**config.mk**
```make
export PLATFORM = sky130hd
export DESIGN_NAME = join_leave_flood_detector_flat
export DESIGN_NICKNAME = d
export VERILOG_FILES = /design/src/rtl/jlfd_pkg.sv /design/src/rtl/jlfd_if.sv /design/src/rtl/join_leave_flood_detector.sv /design/src/rtl/jlfd_decay.sv /design/src/flat_wrapper.sv
export SDC_FILE = /design/constraint.sdc
export NUM_CORES = 1
export LEC_CHECK = 0
export BUFFER_PORTS_ARGS = -buffer_cell sky130_fd_sc_hd__buf_2
export CAP_MARGIN = 30
export CORE_MARGIN = 3
export CORE_UTILIZATION = 55
export DETAILED_ROUTE_END_ITERATION = 10
export PLACE_DENSITY = 0.72
export SLEW_MARGIN = 30
export SYNTH_ARGS = -nofsm -noshare
export SYNTH_HDL_FRONTEND = slang
export SYNTH_SLANG_ARGS = --single-unit
```
**constraint.sdc**
```tcl
create_clock -name clk -period 11.15 [get_ports clk]
set_input_delay 0.5575 -clock clk [delete_from_list [all_inputs] [get_ports clk]]
set_output_delay 0.5575 -clock clk [all_outputs]
set_load 0.1 [all_outputs]
```
**src/rtl/jlfd_pkg.sv**
```systemverilog
package jlfd_pkg;

  localparam int unsigned EXPIRE_SECONDS = 120;
  localparam logic [7:0]  COUNTDOWN_RELOAD = 8'd5;

  localparam int unsigned TIME_W     = 32;
  localparam int unsigned TALLY_W    = 8;
  localparam int unsigned LIMIT_W    = 8;
  localparam int unsigned GAP_W      = 16;
  localparam int unsigned CFG_DATA_W = 16;
  localparam int unsigned CFG_IDX_W  = 1;

  typedef enum logic [CFG_IDX_W-1:0] {
    REG_FLOOD_LIMIT = 1'b0,
    REG_QUICK_GAP   = 1'b1
  } cfg_reg_t;

  localparam logic [LIMIT_W-1:0] FLOOD_LIMIT_RST = 8'd25;
  localparam logic [GAP_W-1:0]   QUICK_GAP_RST   = 16'd60;

  // Elapsed times of 256 periods or more clear any tally, so the divider
  // only sees values below 256 * EXPIRE_SECONDS.
  localparam longint unsigned DIV_LIMIT = 64'(EXPIRE_SECONDS) * 64'd256;
  localparam int unsigned DIV_X_W = $clog2(DIV_LIMIT);
  // Reciprocal multiply: floor(x * M / 2^K) is exact for x < DIV_LIMIT.
  localparam int unsigned DIV_K   = 2 * $clog2(EXPIRE_SECONDS + 1) + 9;
  localparam int unsigned DIV_M_W = DIV_K - $clog2(EXPIRE_SECONDS) + 1;
  localparam longint unsigned DIV_M =
    ((64'd1 << DIV_K) + 64'(EXPIRE_SECONDS) - 64'd1) / 64'(EXPIRE_SECONDS);
  localparam int unsigned DIV_P_W = DIV_X_W + DIV_M_W;

endpackage

```
**src/rtl/jlfd_if.sv**
```systemverilog
interface jlfd_in_if;
  import jlfd_pkg::*;
  logic              valid;
  logic              ready;
  logic              is_join;
  logic [TIME_W-1:0] current_time;

  modport source(output valid, output is_join, output current_time, input ready);
  modport sink(input valid, input is_join, input current_time, output ready);
endinterface

interface jlfd_out_if;
  import jlfd_pkg::*;
  logic               valid;
  logic               ready;
  logic               warn;
  logic               warn_on_join;
  logic [TALLY_W-1:0] event_count;

  modport source(output valid, output warn, output warn_on_join, output event_count,
                 input ready);
  modport sink(input valid, input warn, input warn_on_join, input event_count,
               output ready);
endinterface

```
**src/rtl/join_leave_flood_detector.sv**
```systemverilog
// Join/leave flood detector for one client.
// items (sink): one join or leave event per transfer, with is_join and the
//   current time in seconds (wrapping, 32 bits).
// results (source): one result per event: warn, warn_on_join and the event
//   count after the update.
// cfg_we/cfg_index/cfg_data: register writes, index 0 flood_limit,
//   index 1 quick_gap_seconds; write only while no event is in flight.
// The result of an event is registered and is shown in the cycle after the
// event is taken. Throughput is one event per cycle while results is not
// stalled; the tally and countdown are updated by a single combinational
// pass (subtract, reciprocal multiply for the expire period divide,
// compare) between the input and the result register.
// A stalled result register holds its item; items is ready whenever the
// result register is empty or being taken in the same cycle.
// Reset clears the tally, countdown and time stamps, loads flood_limit = 25
// and quick_gap_seconds = 60, and empties the result register.
module join_leave_flood_detector (
  input  logic                           clk,
  input  logic                           rst,
  jlfd_in_if.sink                        items,
  jlfd_out_if.source                     results,
  input  logic                           cfg_we,
  input  logic [jlfd_pkg::CFG_IDX_W-1:0] cfg_index,
  input  logic [jlfd_pkg::CFG_DATA_W-1:0] cfg_data
);
  import jlfd_pkg::*;

  logic [LIMIT_W-1:0] flood_limit;
  logic [GAP_W-1:0]   quick_gap_seconds;
  logic [TALLY_W-1:0] event_tally, event_tally_next;
  logic [7:0]         warn_countdown, warn_countdown_next;
  logic [TIME_W-1:0]  last_join_stamp, last_join_stamp_next;
  logic [TIME_W-1:0]  last_leave_stamp, last_leave_stamp_next;

  logic               out_valid;
  logic               out_warn;
  logic               out_warn_on_join;
  logic [TALLY_W-1:0] out_count;

  logic               accept;
  logic               flooding;
  logic [7:0]         cd_dec;
  logic               warn_now;
  logic [TIME_W-1:0]  since_leave, since_join;
  logic               expired;
  logic               quick;
  logic [TALLY_W-1:0] tally_decayed;
  logic [TALLY_W-1:0] tally_upd;

  assign items.ready = !out_valid || results.ready;
  assign accept      = items.valid && items.ready;

  jlfd_decay u_decay (
    .since_leave  (since_leave),
    .tally        (event_tally),
    .tally_decayed(tally_decayed)
  );

  always_comb begin
    flooding    = (flood_limit != '0) && (event_tally >= flood_limit);
    cd_dec      = (warn_countdown != 8'd0) ? warn_countdown - 8'd1 : warn_countdown;
    warn_now    = flooding && (cd_dec == 8'd0);
    since_leave = items.current_time - last_leave_stamp;
    since_join  = items.current_time - last_join_stamp;
    expired     = since_leave > TIME_W'(EXPIRE_SECONDS);
    quick       = (since_join < TIME_W'(quick_gap_seconds)) && (event_tally != '1);
    if (expired) begin
      tally_upd = tally_decayed;
    end else if (quick) begin
      tally_upd = event_tally + TALLY_W'(1);
    end else begin
      tally_upd = event_tally;
    end

    event_tally_next      = event_tally;
    warn_countdown_next   = warn_countdown;
    last_join_stamp_next  = last_join_stamp;
    last_leave_stamp_next = last_leave_stamp;
    if (accept) begin
      if (flooding) begin
        warn_countdown_next = warn_now ? COUNTDOWN_RELOAD : cd_dec;
      end else begin
        event_tally_next = tally_upd;
        if (items.is_join) begin
          last_join_stamp_next = items.current_time;
        end else begin
          last_leave_stamp_next = items.current_time;
        end
      end
    end
  end

  always_ff @(posedge clk) begin
    if (rst) begin
      flood_limit       <= FLOOD_LIMIT_RST;
      quick_gap_seconds <= QUICK_GAP_RST;
      event_tally       <= '0;
      warn_countdown    <= '0;
      last_join_stamp   <= '0;
      last_leave_stamp  <= '0;
      out_valid         <= 1'b0;
    end else begin
      if (cfg_we) begin
        case (cfg_reg_t'(cfg_index))
          REG_FLOOD_LIMIT: flood_limit       <= cfg_data[LIMIT_W-1:0];
          REG_QUICK_GAP:   quick_gap_seconds <= cfg_data[GAP_W-1:0];
          default: ;
        endcase
      end
      event_tally      <= event_tally_next;
      warn_countdown   <= warn_countdown_next;
      last_join_stamp  <= last_join_stamp_next;
      last_leave_stamp <= last_leave_stamp_next;
      if (accept) begin
        out_valid <= 1'b1;
      end else if (results.ready) begin
        out_valid <= 1'b0;
      end
    end
  end

  // result payload, loaded on each input transfer
  always_ff @(posedge clk) begin
    if (accept) begin
      out_warn         <= warn_now;
      out_warn_on_join <= warn_now && items.is_join;
      out_count        <= event_tally_next;
    end
  end

  assign results.valid        = out_valid;
  assign results.warn         = out_warn;
  assign results.warn_on_join = out_warn_on_join;
  assign results.event_count  = out_count;

`ifndef NO_ASSERTIONS
  a_no_overwrite: assert property (@(posedge clk) disable iff (rst)
    accept |-> (!results.valid || results.ready))
    else $error("result overwritten while stalled");

  a_count_mirrors_tally: assert property (@(posedge clk) disable iff (rst)
    results.valid |-> (results.event_count == event_tally))
    else $error("event_count differs from tally");

  a_warn_reloads: assert property (@(posedge clk) disable iff (rst)
    (accept && warn_now) |=> (warn_countdown == COUNTDOWN_RELOAD))
    else $error("countdown not reloaded after warning");

  a_join_needs_warn: assert property (@(posedge clk) disable iff (rst)
    (results.valid && results.warn_on_join) |-> results.warn)
    else $error("warn_on_join without warn");

  a_flood_holds_stamps: assert property (@(posedge clk) disable iff (rst)
    (accept && flooding) |=> ($stable(last_join_stamp) && $stable(last_leave_stamp)))
    else $error("stamp changed on flooding event");
`endif

endmodule

```
**src/rtl/jlfd_decay.sv**
```systemverilog
module jlfd_decay (
  input  logic [jlfd_pkg::TIME_W-1:0]  since_leave,
  input  logic [jlfd_pkg::TALLY_W-1:0] tally,
  output logic [jlfd_pkg::TALLY_W-1:0] tally_decayed
);
  import jlfd_pkg::*;

  logic                 beyond;
  logic [DIV_X_W-1:0]   x;
  logic [DIV_P_W-1:0]   prod;
  logic [TALLY_W-1:0]   periods;

  always_comb begin
    beyond  = 64'(since_leave) >= DIV_LIMIT;
    x       = since_leave[DIV_X_W-1:0];
    prod    = DIV_P_W'(x) * DIV_P_W'(DIV_M);
    periods = prod[DIV_K +: TALLY_W];
    if (beyond || periods >= tally) begin
      tally_decayed = '0;
    end else begin
      tally_decayed = tally - periods;
    end
  end

endmodule

```
**src/flat_wrapper.sv**
```systemverilog
// flat-port wrapper written by rule: the top's interface ports become plain ports
module join_leave_flood_detector_flat import jlfd_pkg::*;
  (clk, rst, cfg_we, cfg_index, cfg_data, items_valid, items_is_join, items_current_time, items_ready, results_valid, results_warn, results_warn_on_join, results_event_count, results_ready);
  jlfd_in_if items_i ();
  jlfd_out_if results_i ();
  input  logic clk;
  input  logic rst;
  input  logic cfg_we;
  input  logic [jlfd_pkg::CFG_IDX_W-1:0] cfg_index;
  input  logic [jlfd_pkg::CFG_DATA_W-1:0] cfg_data;
  input wire logic [$bits(items_i.valid)-1:0] items_valid;
  input wire logic [$bits(items_i.is_join)-1:0] items_is_join;
  input wire logic [$bits(items_i.current_time)-1:0] items_current_time;
  output wire logic [$bits(items_i.ready)-1:0] items_ready;
  output wire logic [$bits(results_i.valid)-1:0] results_valid;
  output wire logic [$bits(results_i.warn)-1:0] results_warn;
  output wire logic [$bits(results_i.warn_on_join)-1:0] results_warn_on_join;
  output wire logic [$bits(results_i.event_count)-1:0] results_event_count;
  input wire logic [$bits(results_i.ready)-1:0] results_ready;
  assign items_i.valid = items_valid;
  assign items_i.is_join = items_is_join;
  assign items_i.current_time = items_current_time;
  assign items_ready = items_i.ready;
  assign results_valid = results_i.valid;
  assign results_warn = results_i.warn;
  assign results_warn_on_join = results_i.warn_on_join;
  assign results_event_count = results_i.event_count;
  assign results_i.ready = results_ready;
  join_leave_flood_detector u_core (.clk(clk), .rst(rst), .items(items_i), .results(results_i), .cfg_we(cfg_we), .cfg_index(cfg_index), .cfg_data(cfg_data));
endmodule
```
==> qor.txt, run 1 <==
CTS clock-pin slew for the worst setup and hold paths = 0.06 ns
Family with the most delay on the worst path = adder cells
GRT Util Overall = 0.271
Fillers = 2000
WL/cell = 16.8 µm
Synthesized area per cell = 7.41 µm²
Clock Tree Buf Depth = 2
Slew headroom = 0.407
Largest net degree at the start of global routing = 73
Share of total power in combinational logic = 0.600
RSZ-0062 raised after global routing = no
Worst Path Max Fanout = 12
First-pass GRT wire length = 53800 µm
Num rows = 53
Yosys reg bits = 115
Final setup skew = 0.0120 ns
Core area = 0.0214 mm²
Hold crit path type = input port to flop
Post-DP Area = 0.0125 mm²
Outcome = completed
Setup-failing EPs final = 0
Total Wirelength = 32600 µm
Final instance area = 0.0131 mm²
Number of global-route vias before repair = 11100
Leakage = 5.60 nW
Sequential area share after synthesis = 0.198
Multi-input gate area = 0.00878 mm²
Fin. Hold Viols = 0
Die Y-Extent = 154 µm
Total power draw = 2.55 mW
I/O Buffers = 66
Clock share of power = 0.226
Critical Path Start = u_core.last_leave_stamp[9]$_SDFFE_PP0P_
Total number of vias = 11700
Layout area overhead = 8.58%
Clk sinks = 115
Clock H-tree levels = 4
Main synth FF type = dfxtp_1
Number of synthesized flops with an enable pin = 10
TNS Setup = 0 ns
Remaining DRCs = 0
Synthesized cell area = 0.0121 mm²
Worst-margin pin slew = 0.888 ns
Reg area = 0.00240 mm²
CTS tree = yes
FF-to-FF path depth = 38
Dpl hpwl = 25700 µm
Critical path type = flop to flop
Non-filler cells, final = 1942
Clock Latency Late Sink = 0.42 ns
Sw Ratio = 0.436
GP Congestion = 0.940
CTS Hold Bufs = 0
Worst vdd ir = 0.000189 V
Number of iterations in the first detailed-routing pass = 5
Worst Hold Endpoint = u_core.flood_limit[0]$_SDFFE_PP1P_
Syn Nets = 1891
Num CTS Buffers = 17
Slew Limit Fails = 0
Worst r2r src = u_core.last_leave_stamp[9]$_SDFFE_PP0P_
Syn Inst Count = 1634
Initial Util = 0.567
IO Pins = 67
Power Dens Cells = 194 mW/mm²
GR Overflow Total = 0
Antenna Nets Post-Route = 0
Reg power frac = 0.174
Post-CTS sizing = 0
NumNets Final = 1909
Switching power = 1.11 mW
Synth async-reset ratio = 0
Period utilisation layout = 0.807
Cell internal pwr = 1.44 mW
Post-CTS Repair Setup Buffers = 0
Largest stage delay, worst path = 0.55 ns
Antenna violations before repair = 1
Setup crit end kind = flop
Layout cells sized above 1 = 0.0775
Maxcap violations = 0
Vias/cell = 6.01
Worst r2r dst = u_core.event_tally[3]$_SDFF_PP0_
Worst hold slack = 0.370 ns
Starting DRC count in detailed routing = 888
Buffers & Inverters on Critical Path = 3
Slowest-stage cell, CP = fa_1
YS warnings = 0
Die ar. = 0.0238 mm²
Clock root cell = clkbuf_16
Cell variety after synth = 86
Flop2flop setup slack = 2.15 ns
Hold_sp = cfg_data[0]
Die width = 154 µm
Worst Hold Depth = 3
Worst EP required = 11.49 ns
Fmax = 111 MHz
Worst EP arrival = 9.34 ns
Minimum clock period = 9.00 ns
Placed Instances = 1908
CP startpoint kind = flop
[synth_stat cells, drive strengths merged, types with 14 or more instances]
cell | count | share of area
nand2b | 16 | 0.0083
nand2 | 276 | 0.086
inv | 167 | 0.052
nor3 | 27 | 0.013
a21oi | 168 | 0.070
nand4 | 41 | 0.021
a21o | 27 | 0.017
fa | 23 | 0.038
o211ai | 16 | 0.0099
a31oi | 14 | 0.0072
nand3 | 36 | 0.015
xnor2 | 36 | 0.026
dfxtp | 105 | 0.17
ha | 179 | 0.18
and3 | 14 | 0.0072
o21ai | 82 | 0.034
and2 | 16 | 0.0083
clkbuf | 58 | 0.018
xor2 | 17 | 0.012
o21a | 20 | 0.013
a211oi | 16 | 0.010
nor2 | 89 | 0.028
[layout by cell type (no fill, tap or decap), drive strengths merged, types with 6 or more instances in the layout]
cell      n
nand2   276
ha      179
inv     171
a21oi   168
dfxtp   105
nor2     89
o21ai    82
buf      70
nand4    41
xnor2    36
nand3    36
a21o     27
nor3     27
fa       23
o21a     20
clkbuf   20
xor2     17
nand2b   16
o211ai   16
and2     16
a211oi   16
and3     14
a31oi    14
nor2b    13
nor4     13
o21bai   11
edfxtp   10
a21boi    9
nand3b    8
or3       8
o31ai     7
a211o     7
a22oi     7
nand4b    7
and4      6
or4       6
[flip-flops by register name, indices dropped and copies added, names as in the netlist]
register	flops
u_core.quick_gap_seconds	16
u_core.results.valid	1
u_core.results.event_count	8
u_core.last_join_stamp	32
u_core.event_tally	8
u_core.results.warn	1
u_core.flood_limit	8
u_core.warn_countdown	8
u_core.results.warn_on_join	1
u_core.last_leave_stamp	32
[metrics by stage]
step	setup slack, ns	util
5_1_grt	1.29	0.615
3_5_place_dp	1.82	0.586
4_1_cts	2.15	0.615
2_1_floorplan	3.13	-
3_3_place_gp	2.01	0.586
6_report	2.15	0.616
[layout make-up]
| type | count | share of cell area |
|---|---|---|
| inverter | 167 | 0.0477 |
| timing repair buffer | 70 | 0.0276 |
| antenna | 2 | 0.000381 |
| clock buffer | 20 | 0.0364 |
| sequential | 115 | 0.183 |
| clock inverter | 12 | 0.0109 |
| tap | 275 | 0.0262 |
| multi-input combinational | 1281 | 0.668 |
[power by group through the flow]
stage / Clock (mW) / Sequential (mW) / Combinational [mW]
6_report: 0.575 / 0.442 / 1.53
5_1_grt: 0.601 / 0.444 / 1.76
4_1_cts: 0.582 / 0.442 / 1.53
3_5_place_dp: 0 / 0.451 / 1.51
3_3_place_gp: 0 / 0.451 / 1.47
2_1_floorplan: 0 / 0.463 / 1.13
[cell families after synthesis]
logic type,synth area share
AOI/OAI and AO/OA,0.224
xor gates and xnor gates,0.0383
adders and majority gates,0.223
buffers and inverters,0.0764
DFF,0.198
muxes,0.00517
and+or+nand+nor,0.234
[worst max path at each step]
stage,endpoint,slack [ns],depth (start not counted)
5_1_grt,u_core.event_tally[4]$_SDFF_PP0_,1.29,38
6_report,u_core.event_tally[3]$_SDFF_PP0_,2.15,38
3_3_place_gp,u_core.results.event_count[4]$_DFFE_PP_,2.01,41
2_1_floorplan,u_core.results.event_count[4]$_DFFE_PP_,3.13,41
4_1_cts,u_core.event_tally[4]$_SDFF_PP0_,2.15,38
3_5_place_dp,u_core.event_tally[4]$_SDFF_PP0_,1.82,41
[worst reg2reg max path, delay by kind of cell, from the launching register on]
| family | cells | cell delay (ns) |
|---|---|---|
| adders and majority gates | 9 | 3.35 |
| AOI/OAI and AO/OA | 15 | 3.23 |
| and+or+nand+nor | 9 | 1.16 |
| xor gates and xnor gates | 2 | 0.65 |
| DFF | 1 | 0.33 |
| buffers and inverters | 3 | 0.20 |
[layer usage]
layer / share of wire / vias to the layer above / track usage
li1: - / 5795 / -
met1: 0.48 / 5504 / 0.386
met2: 0.44 / 342 / 0.432
met3: 0.059 / 36 / 0.0392
met4: 0.021 / 0 / 0.0728
met5: 0 / - / 0
Power figures use the tool's default switching activity.
==> run 2: changes to the inputs <==
==> constraint.sdc (replaced) <==
create_clock -name clk -period 8.5 [get_ports clk]
set_input_delay 0.425 -clock clk [delete_from_list [all_inputs] [get_ports clk]]
set_output_delay 0.425 -clock clk [all_outputs]
set_load 0.1 [all_outputs]
==> qor.txt, run 2 (same netlist as run 1, synthesis figures left out) <==
Final instance area = 0.0135 mm² (was 0.0131 mm²)
Layout area overhead = 11.2% (was 8.58%)
Initial Util = 0.567 (unchanged)
Most frequent CP cell = ha_1
RSZ-0062 raised after global routing = no (unchanged)
Clock Tree Buf Depth = 2 (unchanged)
Die ar. = 0.0238 mm² (unchanged)
Worst r2r src = u_core.last_leave_stamp[2]$_SDFFE_PP0P_ (was u_core.last_leave_stamp[9]$_SDFFE_PP0P_)
Fmax = 126 MHz (was 111 MHz)
Fillers = 1963 (was 2000)
Total number of vias = 11700 (about the same)
Starting DRC count in detailed routing = 778 (was 888)
Clk sinks = 115 (unchanged)
CTS Hold Bufs = 0 (unchanged)
Setup-failing EPs final = 0 (unchanged)
Fin. Hold Viols = 0 (unchanged)
Worst r2r dst = u_core.event_tally[6]$_SDFF_PP0_ (was u_core.event_tally[3]$_SDFF_PP0_)
Non-filler cells, final = 1971 (was 1942)
Hold_sp = cfg_data[12] (was cfg_data[0])
Worst Hold Depth = 3 (unchanged)
Total Wirelength = 33100 µm (was 32600 µm)
Minimum clock period = 7.92 ns (was 9.00 ns)
Worst EP arrival = 8.26 ns (was 9.34 ns)
Setup ws final = 0.578 ns (was 2.15 ns)
Critical path type = flop to flop (unchanged)
Die Y-Extent = 154 µm (unchanged)
Worst hold slack = 0.236 ns (was 0.370 ns)
Worst Path Max Fanout = 6 (was 12)
Number of iterations in the first detailed-routing pass = 5 (unchanged)
Clock H-tree levels = 4 (unchanged)
Post-DP Area = 0.0127 mm² (was 0.0125 mm²)
Worst-margin pin slew = 0.937 ns (was 0.888 ns)
Worst EP required = 8.84 ns (was 11.49 ns)
Placed Instances = 1933 (was 1908)
NumNets Final = 1938 (was 1909)
Slew Limit Fails = 0 (unchanged)
Post-layout util = 0.631 (was 0.616)
GR Overflow Total = 0 (unchanged)
Antenna violations before repair = 2 (was 1)
GP Congestion = 0.963 (was 0.940)
Number of global-route vias before repair = 10900 (was 11100)
Maxcap violations = 0 (unchanged)
Commonest cells after routing, fill and taps aside = nand2_1, ha_1, inv_1 (was nand2_1, ha_1, inv_1, a21oi_1, dfxtp_1)
Power Dens Cells = 259 mW/mm² (was 194 mW/mm²)
CTS clock-pin slew for the worst setup and hold paths = 0.06 ns (about the same)
Dpl hpwl = 26000 µm (was 25700 µm)
Commonest non-fill, non-tap cell in the layout = nand2_1 (unchanged)
Largest stage delay, worst path = 0.54 ns (was 0.55 ns)
WL/cell = 16.8 µm (about the same)
Total power draw = 3.49 mW (was 2.55 mW)
CTS tree = yes (unchanged)
Largest net degree at the start of global routing = 106 (was 73)
Flop2flop setup slack = 0.58 ns (was 2.15 ns)
Slew headroom = 0.367 (was 0.407)
Slowest-stage cell, CP = fa_1 (unchanged)
TNS Setup = 0 ns (unchanged)
Period utilisation layout = 0.932 (was 0.807)
Biggest regs = u_core.last_join_stamp x32, u_core.last_leave_stamp x32, u_core.quick_gap_seconds x16 (unchanged)
Leakage = 5.77 nW (was 5.60 nW)
Buffers & Inverters on Critical Path = 3 (unchanged)
Num rows = 53 (unchanged)
CP startpoint kind = flop (unchanged)
Layout cells sized above 1 = 0.103 (was 0.0775)
Critical Path Start = u_core.last_leave_stamp[2]$_SDFFE_PP0P_ (was u_core.last_leave_stamp[9]$_SDFFE_PP0P_)
Clock root cell = clkbuf_16 (unchanged)
Antenna Nets Post-Route = 0 (unchanged)
Clock Latency Late Sink = 0.42 ns (about the same)
GRT Util Overall = 0.274 (was 0.271)
Remaining DRCs = 0 (unchanged)
Pre-CTS setup slack = -0.173 ns (was 1.82 ns)
FF-to-FF path depth = 36 (was 38)
Final setup skew = 0.0106 ns (was 0.0120 ns)
First-pass GRT wire length = 54200 µm (was 53800 µm)
Worst vdd ir = 0.000224 V (was 0.000189 V)
IO Pins = 67 (unchanged)
Vias/cell = 5.92 (was 6.01)
Hold crit path type = input port to flop (unchanged)
Die width = 154 µm (unchanged)
Core area = 0.0214 mm² (unchanged)
I/O Buffers = 66 (unchanged)
Outcome = completed (unchanged)
Family with the most delay on the worst path = adder cells (unchanged)
Setup crit end kind = flop (unchanged)
Num CTS Buffers = 17 (unchanged)
Worst Hold Endpoint = u_core.quick_gap_seconds[12]$_SDFFE_PP0P_ (was u_core.flood_limit[0]$_SDFFE_PP1P_)
-- run 2: changes by cell type in the layout (fill, tap and decap cells not counted), sizes merged --
cell | before | now
buf | 70 | 99
clkbuf | 20 | 18
bufinv | 2 | 3
clkinv | 2 | 4
clkinvlp | 4 | 3
-- run 2: report_power, final --
group | total [mW] | internal (mW) | switching (mW)
clock network | 0.772 | 0.481 | 0.291
logic | 2.13 | 0.923 | 1.21
registers | 0.580 | 0.569 | 0.0113
-- run 2: worst max-delay path by stage --
stage | slack [ns] | cells past startpoint | endpoint
after CTS | 0.04 | 39 | u_core.event_tally[3]$_SDFF_PP0_
after global routing | 0.04 | 39 | u_core.event_tally[2]$_SDFF_PP0_
after global placement | 0.05 | 41 | u_core.event_tally[4]$_SDFF_PP0_
after floorplan | 0.61 | 41 | u_core.results.event_count[4]$_DFFE_PP_
after detailed placement | -0.17 | 41 | u_core.event_tally[3]$_SDFF_PP0_
final | 0.58 | 36 | u_core.event_tally[6]$_SDFF_PP0_
-- run 2: final cells by class --
| cell class | count | area [µm²] | share of cell area |
|---|---|---|---|
| clock inverters | 14 | 174 | 0.0129 |
| repair buffers | 99 | 584 | 0.0434 |
| inverters | 167 | 627 | 0.0466 |
| diodes | 2 | 5.00 | 0.000372 |
| flip-flops and latches | 115 | 2400 | 0.178 |
| clock buffers | 18 | 450 | 0.0335 |
| well taps | 275 | 344 | 0.0256 |
| multi-input cells | 1281 | 8880 | 0.659 |
-- run 2: worst register-to-register path: cells and delay by family, from the launching register on --
kind,cells,cell delay (ns)
xor gates and xnor gates,2,0.29
AOI/OAI and AO/OA,12,2.35
adders and majority gates,8,3.00
and+or+nand+nor,11,1.69
buffers and inverters,3,0.16
DFF,1,0.33
-- run 2: timing repair --
action,in CTS,in global routing
setup buffers,0,4
resized for setup,0,24
setup endpoints to repair,0,16
-- run 2: per-layer routing --
metal  part of all wire  track usage  vias up
met3              0.056       0.0347       42
met5            0.00027            0        -
li1                   -            -     5860
met4              0.018       0.0749        2
met2               0.45        0.437      348
met1               0.48        0.391     5421
